### src/rtl/bsta_pkg.sv
package bsta_pkg;

	localparam int MAX_TOKENS = 1024;
	localparam int TYPE_CODES = 16;
	localparam int POS_W      = 10;
	localparam int LEN_W      = 11;
	localparam int TYPE_W     = 4;
	localparam int KIND_W     = 2;
	localparam int CFG_IDX_W  = 2;
	localparam int MAX_RESULTS = 3;
	localparam int CNT_W      = 2;

	localparam logic [POS_W-1:0]  LAST_POS = POS_W'(MAX_TOKENS - 1);
	localparam logic [LEN_W-1:0]  MAX_LEN  = LEN_W'(MAX_TOKENS);

	localparam logic [KIND_W-1:0] TAG_OUTSIDE = 2'd0;
	localparam logic [KIND_W-1:0] TAG_BEGIN   = 2'd1;
	localparam logic [KIND_W-1:0] TAG_INSIDE  = 2'd2;

	localparam logic [CFG_IDX_W-1:0] CFG_SUBJECT_TYPE = 2'd0;
	localparam logic [CFG_IDX_W-1:0] CFG_OBJECT_TYPE  = 2'd1;
	localparam logic [CFG_IDX_W-1:0] CFG_VALUE_TYPE   = 2'd2;

	localparam logic [TYPE_W-1:0] SUBJECT_TYPE_RST = 4'd1;
	localparam logic [TYPE_W-1:0] OBJECT_TYPE_RST  = 4'd2;
	localparam logic [TYPE_W-1:0] VALUE_TYPE_RST   = 4'd3;

	typedef struct packed {
		logic [POS_W-1:0] start;
		logic [LEN_W-1:0] length;
	} span_t;

	typedef struct packed {
		span_t subject;
		logic  has_object;
		span_t object;
		logic  has_value;
		span_t value;
	} triple_t;

	typedef struct packed {
		triple_t [MAX_RESULTS-1:0] triple;
		logic [CNT_W-1:0]          count;
	} bundle_t;

	typedef struct packed {
		logic [TYPE_W-1:0] subject_type;
		logic [TYPE_W-1:0] object_type;
		logic [TYPE_W-1:0] value_type;
	} roles_t;

	typedef struct packed {
		logic  subject_valid;
		span_t subject;
		logic  pending_valid;
		span_t pending;
	} ctx_t;

	typedef struct packed {
		bundle_t head;
		logic    empty;
	} queue_head_t;

endpackage

### src/rtl/bio_span_triple_assembler.sv
// Groups BIO-tagged tokens into entity spans and emits subject, object and value triples as
// start positions and lengths. The front takes one token per cycle whenever the queue of
// QUEUE_DEPTH token bundles has room, and a token that causes no triple never enters the queue.
// The back hands out one triple per cycle through its output register while not stalled, so a
// token that causes two or three triples hands them out in turn from one queue entry;
// the first triple of a token passes the queue and then the output register before it is offered
// on the outputs. Role registers should be written only while no transaction is in flight.
module bio_span_triple_assembler import bsta_pkg::*; #(
	parameter int QUEUE_DEPTH = 4
) (
	input  logic                 clk,
	input  logic                 arst_n,
	input  logic                 cfg_write_enable,
	input  logic [CFG_IDX_W-1:0] cfg_index,
	input  logic [TYPE_W-1:0]    cfg_data,
	input  logic                 in_valid,
	output logic                 in_stall,
	input  logic [KIND_W-1:0]    tag_kind,
	input  logic [TYPE_W-1:0]    tag_type,
	input  logic                 end_of_sequence,
	output logic                 out_valid,
	input  logic                 out_stall,
	output logic [POS_W-1:0]     subject_start,
	output logic [LEN_W-1:0]     subject_length,
	output logic                 has_object,
	output logic [POS_W-1:0]     object_start,
	output logic [LEN_W-1:0]     object_length,
	output logic                 has_value,
	output logic [POS_W-1:0]     value_start,
	output logic [LEN_W-1:0]     value_length,
	output logic                 last_of_run
);

	logic        accept;
	logic        push;
	bundle_t     push_bundle;
	logic        full;
	logic        pop;
	queue_head_t head;
	triple_t     out_triple;

	assign in_stall = full;
	assign accept   = in_valid && !full;

	bsta_front u_front (
		.clk             (clk),
		.arst_n          (arst_n),
		.cfg_write_enable(cfg_write_enable),
		.cfg_index       (cfg_index),
		.cfg_data        (cfg_data),
		.accept          (accept),
		.tag_kind        (tag_kind),
		.tag_type        (tag_type),
		.end_of_sequence (end_of_sequence),
		.push            (push),
		.push_bundle     (push_bundle)
	);

	bsta_queue #(
		.DEPTH(QUEUE_DEPTH)
	) u_queue (
		.clk        (clk),
		.arst_n     (arst_n),
		.push       (push),
		.push_bundle(push_bundle),
		.pop        (pop),
		.full       (full),
		.head       (head)
	);

	bsta_back u_back (
		.clk       (clk),
		.arst_n    (arst_n),
		.head      (head),
		.pop       (pop),
		.out_stall (out_stall),
		.out_valid (out_valid),
		.out_triple(out_triple),
		.out_last  (last_of_run)
	);

	assign subject_start  = out_triple.subject.start;
	assign subject_length = out_triple.subject.length;
	assign has_object     = out_triple.has_object;
	assign object_start   = out_triple.object.start;
	assign object_length  = out_triple.object.length;
	assign has_value      = out_triple.has_value;
	assign value_start    = out_triple.value.start;
	assign value_length   = out_triple.value.length;

endmodule

### src/rtl/bsta_front.sv
module bsta_front import bsta_pkg::*; (
	input  logic                 clk,
	input  logic                 arst_n,
	input  logic                 cfg_write_enable,
	input  logic [CFG_IDX_W-1:0] cfg_index,
	input  logic [TYPE_W-1:0]    cfg_data,
	input  logic                 accept,
	input  logic [KIND_W-1:0]    tag_kind,
	input  logic [TYPE_W-1:0]    tag_type,
	input  logic                 end_of_sequence,
	output logic                 push,
	output bundle_t              push_bundle
);

	typedef struct packed {
		ctx_t    ctx;
		logic    emit;
		triple_t trip;
	} take_t;

	roles_t            roles_q;
	ctx_t              ctx_q;
	logic [TYPE_W-1:0] open_type_q;
	span_t             open_q;
	logic [POS_W-1:0]  pos_q;

	ctx_t              ctx_d;
	logic [TYPE_W-1:0] open_type_d;
	span_t             open_d;
	logic [POS_W-1:0]  pos_d;
	bundle_t           bundle_d;
	logic [TYPE_W-1:0] typ;
	logic              close1;
	take_t             tk1;
	take_t             tk2;

	function automatic triple_t make_triple(span_t subj, logic has_obj, span_t obj,
			logic has_val, span_t val);
		triple_t r;
		r.subject    = subj;
		r.has_object = has_obj;
		r.object     = has_obj ? obj : '0;
		r.has_value  = has_val;
		r.value      = has_val ? val : '0;
		return r;
	endfunction

	// One closed span is taken as an entity; it causes at most one triple.
	function automatic take_t take_entity(ctx_t ctx, logic [TYPE_W-1:0] t, span_t sp,
			roles_t rl);
		take_t r;
		r.ctx  = ctx;
		r.emit = 1'b0;
		r.trip = '0;
		if (t == rl.subject_type) begin
			if (ctx.pending_valid) begin
				r.emit = 1'b1;
				r.trip = make_triple(ctx.subject, 1'b1, ctx.pending, 1'b0, '0);
			end
			r.ctx.pending_valid = 1'b0;
			r.ctx.pending       = '0;
			r.ctx.subject_valid = 1'b1;
			r.ctx.subject       = sp;
		end else if (ctx.subject_valid) begin
			if (ctx.pending_valid) begin
				r.emit = 1'b1;
				r.ctx.pending_valid = 1'b0;
				r.ctx.pending       = '0;
				if (t == rl.value_type) begin
					r.trip = make_triple(ctx.subject, 1'b1, ctx.pending, 1'b1, sp);
				end else begin
					r.trip = make_triple(ctx.subject, 1'b1, ctx.pending, 1'b0, '0);
					if (t == rl.object_type) begin
						r.ctx.pending_valid = 1'b1;
						r.ctx.pending       = sp;
					end
				end
			end else if (t == rl.object_type) begin
				r.ctx.pending_valid = 1'b1;
				r.ctx.pending       = sp;
			end else if (t == rl.value_type) begin
				r.emit = 1'b1;
				r.trip = make_triple(ctx.subject, 1'b0, '0, 1'b1, sp);
			end
		end
		return r;
	endfunction

	always_comb begin
		ctx_d       = ctx_q;
		open_type_d = open_type_q;
		open_d      = open_q;
		pos_d       = pos_q;
		bundle_d    = '0;
		close1      = 1'b0;
		tk2         = '0;
		if (int'(tag_type) >= TYPE_CODES) begin
			typ = '0;
		end else begin
			typ = tag_type;
		end
		case (tag_kind)
			TAG_BEGIN: begin
				close1 = 1'b1;
			end
			TAG_INSIDE: begin
				if (open_type_q != '0 && open_type_q == typ) begin
					if (open_q.length < MAX_LEN) begin
						open_d.length = open_q.length + LEN_W'(1);
					end
				end else if (!(open_type_q == '0 && typ == '0)) begin
					close1 = 1'b1;
				end
			end
			default: begin
				close1 = 1'b1;
			end
		endcase
		tk1 = take_entity(ctx_q, open_type_q, open_q, roles_q);
		if (close1) begin
			if (open_type_q != '0) begin
				ctx_d = tk1.ctx;
				if (tk1.emit) begin
					bundle_d.triple[bundle_d.count] = tk1.trip;
					bundle_d.count = bundle_d.count + CNT_W'(1);
				end
			end
			open_type_d = '0;
			open_d      = '0;
		end
		if (tag_kind == TAG_BEGIN && typ != '0) begin
			open_type_d   = typ;
			open_d.start  = pos_q;
			open_d.length = LEN_W'(1);
		end
		if (end_of_sequence) begin
			if (open_type_d != '0) begin
				tk2   = take_entity(ctx_d, open_type_d, open_d, roles_q);
				ctx_d = tk2.ctx;
				if (tk2.emit) begin
					bundle_d.triple[bundle_d.count] = tk2.trip;
					bundle_d.count = bundle_d.count + CNT_W'(1);
				end
			end
			if (ctx_d.pending_valid) begin
				bundle_d.triple[bundle_d.count] =
					make_triple(ctx_d.subject, 1'b1, ctx_d.pending, 1'b0, '0);
				bundle_d.count = bundle_d.count + CNT_W'(1);
			end
			ctx_d       = '0;
			open_type_d = '0;
			open_d      = '0;
			pos_d       = '0;
		end else if (pos_q < LAST_POS) begin
			pos_d = pos_q + POS_W'(1);
		end
	end

	assign push        = accept && (bundle_d.count != '0);
	assign push_bundle = bundle_d;

	always_ff @(posedge clk or negedge arst_n) begin
		if (!arst_n) begin
			roles_q     <= '{subject_type: SUBJECT_TYPE_RST, object_type: OBJECT_TYPE_RST,
				value_type: VALUE_TYPE_RST};
			ctx_q       <= '0;
			open_type_q <= '0;
			open_q      <= '0;
			pos_q       <= '0;
		end else begin
			if (cfg_write_enable) begin
				case (cfg_index)
					CFG_SUBJECT_TYPE: roles_q.subject_type <= cfg_data;
					CFG_OBJECT_TYPE:  roles_q.object_type  <= cfg_data;
					CFG_VALUE_TYPE:   roles_q.value_type   <= cfg_data;
					default: begin
					end
				endcase
			end
			if (accept) begin
				ctx_q       <= ctx_d;
				open_type_q <= open_type_d;
				open_q      <= open_d;
				pos_q       <= pos_d;
			end
		end
	end

endmodule

### src/rtl/bsta_queue.sv
module bsta_queue import bsta_pkg::*; #(
	parameter int DEPTH = 4
) (
	input  logic        clk,
	input  logic        arst_n,
	input  logic        push,
	input  bundle_t     push_bundle,
	input  logic        pop,
	output logic        full,
	output queue_head_t head
);

	localparam int PTR_W = (DEPTH > 1) ? $clog2(DEPTH) : 1;
	localparam int CNT_QW = $clog2(DEPTH + 1);

	bundle_t            mem_q [DEPTH];
	logic [PTR_W-1:0]   wr_ptr_q;
	logic [PTR_W-1:0]   rd_ptr_q;
	logic [CNT_QW-1:0]  count_q;
	logic               do_pop;

	assign full       = (count_q == CNT_QW'(DEPTH));
	assign head.empty = (count_q == '0);
	assign head.head  = mem_q[rd_ptr_q];
	assign do_pop     = pop && !head.empty;

	always_ff @(posedge clk) begin
		if (push) begin
			mem_q[wr_ptr_q] <= push_bundle;
		end
	end

	always_ff @(posedge clk or negedge arst_n) begin
		if (!arst_n) begin
			wr_ptr_q <= '0;
			rd_ptr_q <= '0;
			count_q  <= '0;
		end else begin
			if (push) begin
				wr_ptr_q <= (wr_ptr_q == PTR_W'(DEPTH - 1)) ? '0 : wr_ptr_q + PTR_W'(1);
			end
			if (do_pop) begin
				rd_ptr_q <= (rd_ptr_q == PTR_W'(DEPTH - 1)) ? '0 : rd_ptr_q + PTR_W'(1);
			end
			if (push && !do_pop) begin
				count_q <= count_q + CNT_QW'(1);
			end else if (do_pop && !push) begin
				count_q <= count_q - CNT_QW'(1);
			end
		end
	end

endmodule

### src/rtl/bsta_back.sv
module bsta_back import bsta_pkg::*; (
	input  logic        clk,
	input  logic        arst_n,
	input  queue_head_t head,
	output logic        pop,
	input  logic        out_stall,
	output logic        out_valid,
	output triple_t     out_triple,
	output logic        out_last
);

	logic             out_valid_q;
	triple_t          out_triple_q;
	logic             out_last_q;
	logic [CNT_W-1:0] idx_q;
	logic             load;
	logic             is_last;

	assign load    = !out_valid_q || !out_stall;
	assign is_last = (idx_q == head.head.count - CNT_W'(1));
	assign pop     = load && !head.empty && is_last;

	always_ff @(posedge clk) begin
		if (load && !head.empty) begin
			out_triple_q <= head.head.triple[idx_q];
			out_last_q   <= is_last;
		end
	end

	always_ff @(posedge clk or negedge arst_n) begin
		if (!arst_n) begin
			out_valid_q <= 1'b0;
			idx_q       <= '0;
		end else if (load) begin
			out_valid_q <= !head.empty;
			if (!head.empty) begin
				idx_q <= is_last ? '0 : idx_q + CNT_W'(1);
			end
		end
	end

	assign out_valid  = out_valid_q;
	assign out_triple = out_triple_q;
	assign out_last   = out_last_q;

endmodule
### config.mk
export PLATFORM = sky130hd
export DESIGN_NAME = bio_span_triple_assembler
export DESIGN_NICKNAME = d
export VERILOG_FILES = /design/src/rtl/bsta_pkg.sv /design/src/rtl/bio_span_triple_assembler.sv /design/src/rtl/bsta_front.sv /design/src/rtl/bsta_queue.sv /design/src/rtl/bsta_back.sv
export SDC_FILE = /design/constraint.sdc
export NUM_CORES = 1
export LEC_CHECK = 0
export ABC_AREA = 1
export BUFFER_PORTS_ARGS = -buffer_cell sky130_fd_sc_hd__buf_2
export CAP_MARGIN = 5
export CORE_MARGIN = 8
export CORE_UTILIZATION = 57
export DETAILED_ROUTE_END_ITERATION = 8
export PLACE_DENSITY = 0.81
export SLEW_MARGIN = 20
export SYNTH_ARGS = -nofsm -noshare
export SYNTH_HDL_FRONTEND = slang
export SYNTH_SLANG_ARGS = --single-unit
### constraint.sdc
create_clock -name clk -period 10.24 [get_ports clk]
set_input_delay 0.512 -clock clk [delete_from_list [all_inputs] [get_ports clk]]
set_output_delay 0.512 -clock clk [all_outputs]
set_load 0.01 [all_outputs]
==> impl_metrics.yaml <==
routing:
  wl_per_cell_um: 22.22
  first_pass_iters: 6
  wl_mm: 102.0
  viasPerCell: 6.320
  ant_nets: 0
  first_iter_violations: 3976
  vias: 29010
  drc: 0
clocking:
  root_buffer: "clkbuf_16"
  htree_levels: 3
  clockBufferDepth: 3
  cts_setup_buffers: 0
  cts_tree: "yes"
  clk_latency_ps: 670
  path_clk_slew_ps: 60
  cts_buffers: 88
  cts_sinks: 867
critical_path:
  required_ps: 10520
  cpMostUsedCell: "nand2_1"
  cpLargestDelayFamily: "simple AND/OR/NAND/NOR gates"
  crit_path_end_kind: "flop"
  cp.arrival_ps: 7230
  crit_end: "u_queue.mem_q[2][99]"
  cpMaxStageDelayCell: "nor2_4"
  r2r-end: "u_queue.mem_q[2][99]"
  crit_type: "reg -> reg"
  cp-start-kind: "flop"
  path_depth: 25
  reg2reg_from: "u_front.open_type_q[2]"
  critical_path_peak_fanout: 83
  startpoint: "u_front.open_type_q[2]"
  critPathBufInv: 7
  r2r_slack_ps: 3290
  reg2reg_depth: 25
  slowest_delay_ps: 870
timing:
  finalCritPeriodShare_pct: 67.86
  clock_skew_ps: 29.26
  worst_slack_ps: 3291
  clock.fmax_mhz: 143.9
  max_slew_margin_pct: 27.03
  period_minus_slack_ps: 6949
  drv_slew: 0
  final_hold_viol_count: 0
  setup_violations: 0
  worstMarginPinSlew_ps: 1092
  rsz0062_at_grt: "false"
pwr:
  power.net_switching_mw: 3.649
  pwr-share-comb_pct: 28.5
  seqPwrFrac_pct: 41.3
  power_density_nw_per_um2: 247.1
  p_int_mw: 6.937
  vdd_drop_max_v: 0.0001400
  power.total_mw: 10.59
  p_clk_share_pct: 30.2
  power_leakage_nw: 16.04
  switching_share_pct: 34.47
placed_design:
  gp_congestion: 0.9519
  dpl.hpwl_mm: 58.60
  post-place-ws_ps: 3261
  dp.cells: 4425
  io_buffers: 85
synthesis:
  synth-edff-count: 766
  synth_area_um2: 38810
  yosysWarnings: 0
  synth_cell_types: 54
  synth_flop_cell: "edfxtp_1"
  yosysSeqAreaShare_pct: 65.79
  synth_cells: 3637
  syn_avg_cell_area_um2: 10.67
  synthArstFlopShare_pct: 11.65
  ys_ff_latch: 867
finish:
  n_antenna_cell: 0
  syn2layout_area_growth_pct: 10.36
  drive_gt1_share_pct: 8.878
  layout.nets: 3675
  fin_util_pct: 63.67
  final_cells: 4590
global_routing:
  overflow: 0
  antenna_found_initial: 3
  grt_use_total_pct: 25.50
  grt_start_max_net_pins: 113
  grt_pass1_wl_mm: 155.6
  grt_pass1_vias: 27550
die:
  row_count: 95
  ios: 86
  core_um2: 67280
  die-area_um2: 76700
  die_w_um: 276.9
  initial_core_util_pct: 57.69
  fp.dieH_um: 276.9
job:
  maxCapViolations: 0
worst_hold_path:
  hold_class: "in -> reg"
run_status:
  status: "complete, no violations"
area by class of cell:
class | count | area, um2
flip-flops and latches | 867 | 25540
well taps | 873 | 1092
clock inverters | 56 | 556.8
repair buffers | 132 | 869.6
clock buffers | 107 | 2316
fillers | 4893 | 24440
inverters | 245 | 932.1
multi-input cells | 2310 | 11520
cell families after synthesis:
kind of cell             after synthesis  synth area share (%)
multiplexers                           1               0.02901
other                                  1              0.009662
XOR/XNOR                              12                0.2708
AND/OR/NAND/NOR                     1326                 14.64
buffers and inverters                499                 5.077
AO/OA/AOI/OAI                        918                 13.75
adder cells (fa/ha/maj)               13                0.4384
flip-flops                           867                 65.79
power groups by stage:
stage	Combinational (mW)	Clock, mW	Sequential (mW)
6_report	3.02	3.19	4.38
3_5_place_dp	2.96	0	4.45
4_1_cts	2.98	3.21	4.37
3_3_place_gp	2.87	0	4.44
2_1_floorplan	1.93	0	4.49
5_1_grt	3.29	3.35	4.40
synthesized netlist by cell type, types with 14 or more instances:
cell type	instances	share of area (%)
edfxtp_1	766	59
o21ai_0	499	6.4
nand4_1	51	0.82
nand2_1	513	5.0
buf_2	26	0.34
a31oi_1	43	0.69
inv_1	231	2.2
a21oi_1	78	1.0
o22ai_1	168	2.7
o221ai_1	65	1.5
dfrtp_1	97	6.3
a32o_1	22	0.57
nor3_1	58	0.75
o211ai_1	21	0.41
nand3_1	135	1.7
nor2_1	483	4.7
clkbuf_1	204	2.0
nand3b_1	24	0.46
or2_1	14	0.23
metal layers:
layer  up-vias  track usage (%)  share of wire (%)
li1      12990                -                  -
met1     13750            33.09                 37
met2      1895            40.45                 46
met3       366            5.357                 12
met4         4            13.25                5.0
met5         -                0              0.023
how the worst min path moves through the flow:
stage	startpoint	endpoint	slack (ps)	cells past startpoint
2_1_floorplan	arst_n	u_back.idx_q[0]	220	0
3_3_place_gp	arst_n	u_front.ctx_q[21]	440	1
3_5_place_dp	arst_n	u_front.open_type_q[0]	450	1
4_1_cts	cfg_data[1]	u_front.roles_q[1]	90	3
5_1_grt	cfg_data[1]	u_front.roles_q[5]	130	3
6_report	cfg_data[1]	u_front.roles_q[1]	100	3
worst min-delay path: cells and delay by family:
family	cells	cell delay (ps)
compound gates	1	80
buf+inv	2	150
through the flow:
step,hold slack [ps],cell area (um2),setup TNS (ps)
after global placement,443.1,39900,0
after floorplan,216.4,38960,-581630
after detailed placement,446.0,39910,0
after global routing,126.7,42830,0
after CTS,89.06,42800,0
final,100.7,42830,0
cells in the final DEF, fill, tap and decap left out, drive strengths merged, types with 3 or more instances in the layout:
cell type / count
nand3b: 24
a31oi: 43
or2: 24
o22ai: 168
nand3: 138
inv: 248
a21boi: 3
a21oi: 79
nand2: 527
conb: 40
nor3b: 7
ha: 12
clkbuf: 107
dfrtp: 97
a32o: 22
clkinv: 37
nor2: 491
nand4: 54
dfstp: 4
o21ai: 501
nor3: 60
clkinvlp: 7
buf: 131
o211ai: 21
xor2: 11
o221ai: 65
bufinv: 9
a22oi: 11
edfxtp: 766
registers in the layout, indices dropped and copies added, names as in the netlist:
signal               flops
u_front.ctx_q           44
u_queue.wr_ptr_q         2
u_queue.rd_ptr_q         2
u_front.roles_q         12
u_back.out_last          1
u_back.out_triple       65
u_front.open_q          21
u_front.open_type_q      4
u_front.pos_q           10
u_queue.count_q          3
u_back.idx_q             2
u_back.out_valid         1
u_queue.mem_q          700
timing repair:
| item | 4_1_cts | 5_1_grt |
|---|---|---|
| hold buffers | 1 | 0 |
| gates resized for setup | 0 | 0 |
| hold endpoints to repair | 22 | 0 |
Note: power is estimated with default switching activity, not from simulation.
